File: src/sv/dtq_pkg.sv
// Shared constants for the deadline timer queue.
`timescale 1ns / 1ps
package dtq_pkg;

  localparam int SLOTS_DEF = 16;
  localparam int ID_SPACE  = 16;
  localparam int ID_W      = 4;
  localparam int TIME_W    = 32;
  localparam int OP_W      = 2;
  localparam int ST_W      = 3;

  localparam logic [OP_W-1:0] OP_SCHEDULE = 2'd0;
  localparam logic [OP_W-1:0] OP_CANCEL   = 2'd1;
  localparam logic [OP_W-1:0] OP_RUN      = 2'd2;

  localparam logic [ST_W-1:0] ST_QUEUED     = 3'd0;
  localparam logic [ST_W-1:0] ST_ALREADY    = 3'd1;
  localparam logic [ST_W-1:0] ST_CANCELLED  = 3'd2;
  localparam logic [ST_W-1:0] ST_NOT_QUEUED = 3'd3;
  localparam logic [ST_W-1:0] ST_FIRED      = 3'd4;
  localparam logic [ST_W-1:0] ST_NONE_DUE   = 3'd5;

endpackage

File: src/sv/dtq_alu.sv
// Shared 32-bit add/subtract unit: due time on schedule, wrap-safe difference on scan.
`timescale 1ns / 1ps
module dtq_alu (
  input  logic                        sub,
  input  logic [dtq_pkg::TIME_W-1:0]  a,
  input  logic [dtq_pkg::TIME_W-1:0]  b,
  output logic [dtq_pkg::TIME_W-1:0]  sum
);

  logic [dtq_pkg::TIME_W-1:0] b_op;

  assign b_op = sub ? ~b : b;
  assign sum  = a + b_op + {{(dtq_pkg::TIME_W-1){1'b0}}, sub};

endmodule

File: src/sv/deadline_timer_queue.sv
// Deadline timer queue: up to min(SLOTS, ID_SPACE) timed tasks, fired in schedule order.
// Schedule, cancel of an absent id and run with an empty list: busy while the
//   request is decoded, then its single result appears; the unused opcode gives no
//   result. A new request is taken only once busy has dropped.
// Cancel of a pending id and run with queued tasks: busy until the scan drains; the
//   order list is walked one entry a cycle through a 3-stage read/compare pipe.
// Results are one-cycle strobes, never held off. Synchronous reset empties the queue.
`timescale 1ns / 1ps
module deadline_timer_queue #(
  parameter int SLOTS = dtq_pkg::SLOTS_DEF
) (
  input  logic                        clk,
  input  logic                        rst,
  input  logic                        start,
  output logic                        busy,
  input  logic [dtq_pkg::OP_W-1:0]    opcode,
  input  logic [dtq_pkg::ID_W-1:0]    task_id,
  input  logic [dtq_pkg::TIME_W-1:0]  delay,
  input  logic [dtq_pkg::TIME_W-1:0]  now_ms,
  output logic                        valid,
  output logic [dtq_pkg::ST_W-1:0]    status,
  output logic [dtq_pkg::ID_W-1:0]    fired_id,
  output logic                        last
);

  localparam int LIMIT = (SLOTS < dtq_pkg::ID_SPACE) ? SLOTS : dtq_pkg::ID_SPACE;
  localparam int CW    = $clog2(LIMIT + 1);
  localparam int IW    = (LIMIT > 1) ? $clog2(LIMIT) : 1;
  localparam logic [dtq_pkg::ID_W:0] LIMIT_V = (dtq_pkg::ID_W+1)'(LIMIT);

  typedef enum logic [1:0] {
    S_IDLE,
    S_DECODE,
    S_SCAN
  } state_t;

  state_t state;

  // latched request
  logic [dtq_pkg::OP_W-1:0]   op_q;
  logic [dtq_pkg::ID_W-1:0]   id_q;
  logic [dtq_pkg::TIME_W-1:0] delay_q;
  logic [dtq_pkg::TIME_W-1:0] now_q;

  logic [LIMIT-1:0] pending;
  logic [CW-1:0]    count;

  // storage
  logic [dtq_pkg::TIME_W-1:0] due_mem [LIMIT];
  logic [dtq_pkg::ID_W-1:0]   ord_mem [LIMIT];

  // scan pipeline
  logic [CW-1:0]              rd_idx;
  logic [CW-1:0]              wr_idx;
  logic                       v1;
  logic                       v2;
  logic [dtq_pkg::ID_W-1:0]   ord_rd;
  logic [dtq_pkg::ID_W-1:0]   ord2;
  logic [dtq_pkg::TIME_W-1:0] due_rd;
  logic                       held_v;
  logic [dtq_pkg::ID_W-1:0]   held_id;

  logic                       alu_sub;
  logic [dtq_pkg::TIME_W-1:0] alu_b;
  logic [dtq_pkg::TIME_W-1:0] alu_sum;

  logic id_ok;
  logic pend_hit;
  logic count_full;
  logic issue;
  logic drop;
  logic scan_end;
  logic is_run;

  logic                     due_we;
  logic                     ord_we;
  logic [IW-1:0]            ord_waddr;
  logic [dtq_pkg::ID_W-1:0] ord_wdata;

  assign alu_sub = (state == S_SCAN);
  assign alu_b   = alu_sub ? due_rd : delay_q;

  dtq_alu u_alu (
    .sub (alu_sub),
    .a   (now_q),
    .b   (alu_b),
    .sum (alu_sum)
  );

  assign busy       = (state != S_IDLE);
  assign is_run     = (op_q == dtq_pkg::OP_RUN);
  assign id_ok      = ({1'b0, id_q} < LIMIT_V);
  assign pend_hit   = id_ok && pending[id_q[IW-1:0]];
  assign count_full = (int'(count) >= dtq_pkg::ID_SPACE);
  assign issue      = (state == S_SCAN) && (rd_idx < count);
  // run drops entries whose difference is non-negative; cancel drops the one id
  assign drop       = is_run ? !alu_sum[dtq_pkg::TIME_W-1] : (ord2 == id_q);
  assign scan_end   = (state == S_SCAN) && !issue && !v1 && !v2;

  always_comb begin
    due_we    = 1'b0;
    ord_we    = 1'b0;
    ord_waddr = count[IW-1:0];
    ord_wdata = id_q;
    if (state == S_DECODE && op_q == dtq_pkg::OP_SCHEDULE && id_ok && !count_full
        && !pend_hit) begin
      due_we = 1'b1;
      ord_we = 1'b1;
    end else if (state == S_SCAN && v2 && !drop) begin
      ord_we    = 1'b1;
      ord_waddr = wr_idx[IW-1:0];
      ord_wdata = ord2;
    end
  end

  always_ff @(posedge clk) begin
    if (due_we) begin
      due_mem[id_q[IW-1:0]] <= alu_sum;
    end
    if (ord_we) begin
      ord_mem[ord_waddr] <= ord_wdata;
    end
    ord_rd <= ord_mem[rd_idx[IW-1:0]];
    due_rd <= due_mem[ord_rd[IW-1:0]];
    ord2   <= ord_rd;
  end

  always_ff @(posedge clk) begin
    if (rst) begin
      state    <= S_IDLE;
      pending  <= '0;
      count    <= '0;
      valid    <= 1'b0;
      status   <= dtq_pkg::ST_NONE_DUE;
      fired_id <= '0;
      last     <= 1'b0;
      v1       <= 1'b0;
      v2       <= 1'b0;
      held_v   <= 1'b0;
      rd_idx   <= '0;
      wr_idx   <= '0;
      op_q     <= dtq_pkg::OP_SCHEDULE;
      id_q     <= '0;
      delay_q  <= '0;
      now_q    <= '0;
      held_id  <= '0;
    end else begin
      valid <= 1'b0;
      v1    <= 1'b0;
      v2    <= 1'b0;
      case (state)
        S_IDLE: begin
          if (start) begin
            op_q    <= opcode;
            id_q    <= task_id;
            delay_q <= delay;
            now_q   <= now_ms;
            state   <= S_DECODE;
          end
        end

        S_DECODE: begin
          rd_idx   <= '0;
          wr_idx   <= '0;
          held_v   <= 1'b0;
          fired_id <= id_q;
          last     <= 1'b1;
          state    <= S_IDLE;
          case (op_q)
            dtq_pkg::OP_SCHEDULE: begin
              valid <= 1'b1;
              if (!id_ok || count_full) begin
                status <= dtq_pkg::ST_NOT_QUEUED;
              end else if (pend_hit) begin
                status <= dtq_pkg::ST_ALREADY;
              end else begin
                status                <= dtq_pkg::ST_QUEUED;
                pending[id_q[IW-1:0]] <= 1'b1;
                count                 <= count + 1'b1;
              end
            end
            dtq_pkg::OP_CANCEL: begin
              if (!pend_hit) begin
                valid  <= 1'b1;
                status <= dtq_pkg::ST_NOT_QUEUED;
              end else begin
                state <= S_SCAN;
              end
            end
            dtq_pkg::OP_RUN: begin
              if (count == '0) begin
                valid    <= 1'b1;
                status   <= dtq_pkg::ST_NONE_DUE;
                fired_id <= '0;
              end else begin
                state <= S_SCAN;
              end
            end
            default: begin
            end
          endcase
        end

        S_SCAN: begin
          if (issue) begin
            rd_idx <= rd_idx + 1'b1;
            v1     <= 1'b1;
          end
          v2 <= v1;
          if (v2) begin
            if (!drop) begin
              wr_idx <= wr_idx + 1'b1;
            end else if (is_run) begin
              pending[ord2[IW-1:0]] <= 1'b0;
              // hold each fired task back one step so the final one carries last
              if (held_v) begin
                valid    <= 1'b1;
                status   <= dtq_pkg::ST_FIRED;
                fired_id <= held_id;
                last     <= 1'b0;
              end
              held_v  <= 1'b1;
              held_id <= ord2;
            end
          end
          if (scan_end) begin
            count  <= wr_idx;
            valid  <= 1'b1;
            last   <= 1'b1;
            held_v <= 1'b0;
            state  <= S_IDLE;
            if (!is_run) begin
              status                <= dtq_pkg::ST_CANCELLED;
              fired_id              <= id_q;
              pending[id_q[IW-1:0]] <= 1'b0;
            end else if (held_v) begin
              status   <= dtq_pkg::ST_FIRED;
              fired_id <= held_id;
            end else begin
              status   <= dtq_pkg::ST_NONE_DUE;
              fired_id <= '0;
            end
          end
        end

        default: begin
          state <= S_IDLE;
        end
      endcase
    end
  end

endmodule
File: config.mk
export PLATFORM = sky130hd
export DESIGN_NAME = deadline_timer_queue
export DESIGN_NICKNAME = d
export VERILOG_FILES = /design/src/sv/dtq_pkg.sv /design/src/sv/dtq_alu.sv /design/src/sv/deadline_timer_queue.sv
export SDC_FILE = /design/constraint.sdc
export NUM_CORES = 1
export LEC_CHECK = 0
export BUFFER_PORTS_ARGS = -buffer_cell sky130_fd_sc_hd__buf_2
export CAP_MARGIN = 10
export CELL_PAD_IN_SITES_DETAIL_PLACEMENT = 0
export CELL_PAD_IN_SITES_GLOBAL_PLACEMENT = 1
export CORE_MARGIN = 2
export CORE_UTILIZATION = 50
export CTS_BUF_LIST = sky130_fd_sc_hd__clkbuf_16
export DETAILED_ROUTE_END_ITERATION = 10
export PLACE_DENSITY_LB_ADDON = 0.05
export SLEW_MARGIN = 15
export SYNTH_ARGS = -nofsm -noshare
export SYNTH_HDL_FRONTEND = slang
export SYNTH_SLANG_ARGS = --single-unit
File: constraint.sdc
create_clock -name clk -period 6.5 [get_ports clk]
set_clock_uncertainty 0.05 [all_clocks]
set_input_delay 0.65 -clock clk [delete_from_list [all_inputs] [get_ports clk]]
set_output_delay 0.65 -clock clk [all_outputs]
set_load 0.01 [all_outputs]
==> results.sh <==
export IMPL_postSynthAreaPerCell_um2=15.76
export IMPL_synth_edff_count=576
export IMPL_grt_pass1_vias=17210
export IMPL_areaGrowthSynthToFinish_pct=13.17
export IMPL_drive_gt1_frac=0.2175
export IMPL_rr_worst_depth=13
export IMPL_cts_htree_levels=3
export IMPL_worstPathMaxFanout=45
export IMPL_clockBufferDepth=3
export IMPL_max_freq_ghz=0.1973
export IMPL_startpoint_type="flip-flop"
export IMPL_grt_pass1_wl_um=112200
export IMPL_cts_tree="done"
export IMPL_die_area_mm2=0.06227
export IMPL_drv_cap=0
export IMPL_end_kind="flip-flop"
export IMPL_powerDensity_mw_per_mm2=302.7
export IMPL_cts_made_buffers=78
export IMPL_ys_flop_type="edfxtp_1"
export IMPL_p_total_uw=10330
export IMPL_antenna_found_initial=0
export IMPL_die_x_um=249.5
export IMPL_track_usage=0.2453
export IMPL_vias_per_cell=6.060
export IMPL_io_buffer_count=82
export IMPL_worst_pin_slew_ps=1103
export IMPL_hp_start="delay[29]"
export IMPL_clk_latency_ps=640
export IMPL_synth_cell_types=74
export IMPL_worstPathArrival_ps=5270
export IMPL_fin_tns_setup_ps=0
export IMPL_slew_viol_final=0
export IMPL_required_ps=6700
export IMPL_coreArea_mm2=0.06002
export IMPL_yosysWarnings=0
export IMPL_final_common_cell="edfxtp_1"
export IMPL_status="finished, final reports clean"
export IMPL_grt_overflow=0
export IMPL_postSynthCellCount=1913
export IMPL_switching_power_uw=2386
export IMPL_hold_path_class="primary input to flip-flop"
export IMPL_slew_headroom=0.2646
export IMPL_postCtsSetupBuffers=0
export IMPL_clkTransAtPathRegs_ps=60
export IMPL_first_pass_iters=5
export IMPL_holdPathStages=3
export IMPL_final_hold_violation_count=0
export IMPL_p_comb_frac=0.071
export IMPL_initial_core_util=0.5023
export IMPL_seqPwrFrac=0.516
export IMPL_clockPowerShare=0.414
export IMPL_io_pins=83
export IMPL_yosysSeqAreaShare=0.6794
export IMPL_syn_nets=2032
export IMPL_gp_congestion=0.8290
export IMPL_leakagePower_uw=0.01160
export IMPL_grt_max_degree=130
export IMPL_rows=90
export IMPL_hold_worst_slack_ps=205.3
export IMPL_clock_sinks=735
export IMPL_synthArstFlopShare=0
export IMPL_clockRootBuffer="clkbuf_16"
export IMPL_dp_hpwl_um=43000
export IMPL_route_detailed_drc=0
export IMPL_postRouteAntennaNets=0
export IMPL_diodes=0
export IMPL_fin_crit_ps=5068
export IMPL_timing_rr_end="ord_mem[1][3]$_DFFE_PP_"
export IMPL_r2r_start="state[0]$_SDFFE_PP0P_"
export IMPL_r2r_slack_ps=1430
export IMPL_finalSetupViolations=0
export IMPL_crit_type="flip-flop to flip-flop"
export IMPL_die_y_um=249.5
export IMPL_routedWlPerCell_um=26.35
export IMPL_nets=2124
export IMPL_cts_resized_gates=0
export IMPL_hold_end="delay_q[29]$_SDFFE_PP0P_"
export IMPL_num_vias=17280
export IMPL_final_cell_mix="576 x edfxtp_1, 209 x nand2_1, 173 x mux4_2, 155 x dfxtp_1, 154 x a21oi_1"
export IMPL_ys_ff_latch=735
export IMPL_rsz0062_at_grt="no"
export IMPL_swShare=0.2310
export IMPL_netlist_area_mm2=0.03015
export IMPL_vdd_drop_max_mv=0.2590
export IMPL_period_share=0.7797
export IMPL_first_iter_violations=1263
export IMPL_wl_um=75130
export IMPL_ctsHoldBuffers=0
export IMPL_p_int_uw=7942
cell usage after synthesis, types with 22 or more instances:
master,count,area (um^2)
edfxtp_1,576,17300
dfxtp_1,159,3183
ha_1,45,563.0
nand2_1,210,788.3
inv_1,25,93.84
a21oi_1,154,770.7
nor2_1,84,315.3
nand3_1,22,110.1
clkbuf_1,67,251.5
o21ai_0,45,225.2
mux4_2,173,3896
buf_1,27,101.4
critical path, stage by stage, from the launching register on:
cell	delay, ps
dfxtp_1	320
inv_1	130
ha_4	480
buf_4	550
nor2_1	100
a21oi_1	150
ha_1	300
a21oi_1	230
o31ai_1	150
a221oi_2	550
a2111o_1	310
and4_1	440
nand3b_1	260
o32ai_1	610
state kept, by name, indices dropped and copies added, names as in the netlist, 2 cells and up:
name and count:
count 5, delay_q 32, due_mem 512, due_rd 32, fired_id 4, held_id 4, id_q 4, now_q 32
op_q 2, ord2 4, ord_mem 64, ord_rd 4, pending 16, rd_idx 5, state 2, status 3
wr_idx 5
power by group through the flow:
stage	Sequential [uW]	Combinational, uW	Clock [uW]
floorplan	5380	502	0
finish	5330	729	4270
global placement	5430	713	0
detailed placement	5430	727	0
global route	5330	800	4540
CTS	5330	730	4360
metrics by stage:
step           instances    util  setup slack, ps  area, um^2
2_1_floorplan       1913       -             1903       30150
5_1_grt             2851  0.5684             1140       34120
3_5_place_dp        2707  0.5257             1565       31550
4_1_cts             2851  0.5669             1541       34030
3_3_place_gp        2707  0.5257             1687       31550
6_report            2851  0.5684             1432       34120
worst max-delay path by stage:
| stage | cells after the start | startpoint | endpoint |
|---|---|---|---|
| 2_1_floorplan | 18 | state[0]$_SDFFE_PP0P_ | ord_mem[3][0]$_DFFE_PP_ |
| 3_3_place_gp | 13 | state[0]$_SDFFE_PP0P_ | ord_mem[1][0]$_DFFE_PP_ |
| 3_5_place_dp | 13 | state[0]$_SDFFE_PP0P_ | ord_mem[1][2]$_DFFE_PP_ |
| 4_1_cts | 13 | state[0]$_SDFFE_PP0P_ | ord_mem[1][1]$_DFFE_PP_ |
| 5_1_grt | 13 | state[0]$_SDFFE_PP0P_ | ord_mem[3][2]$_DFFE_PP_ |
| 6_report | 13 | state[0]$_SDFFE_PP0P_ | ord_mem[1][3]$_DFFE_PP_ |
logic make-up (layout without fill, tap and decap cells):
logic type | after synthesis | after routing | share of synthesized area
muxes | 206 | 206 | 0.1407
and+or+nand+nor | 427 | 427 | 0.06421
adders and majority gates | 46 | 46 | 0.01934
buffers and inverters | 128 | 284 | 0.01623
AOI/OAI and AO/OA | 338 | 338 | 0.07052
xor gates and xnor gates | 33 | 33 | 0.009588
DFF | 735 | 735 | 0.6794
routing by layer:
layer,up-vias,part of all wire,global-route usage
met4,0,0.022,0.06661
li1,7694,-,-
met1,8996,0.43,0.3422
met3,106,0.050,0.03609
met2,480,0.49,0.4070
met5,-,0,0
cell type report:
cell class	count	area (um^2)
clock buffers	78	1952
clock inverters	66	521.8
fillers	4763	25900
inverters	27	101.3
multi-input cells	1050	9403
flip-flops and latches	735	20490
well taps	782	978.4
repair buffers	113	670.6
Note: power is estimated with default switching activity, not from simulation.
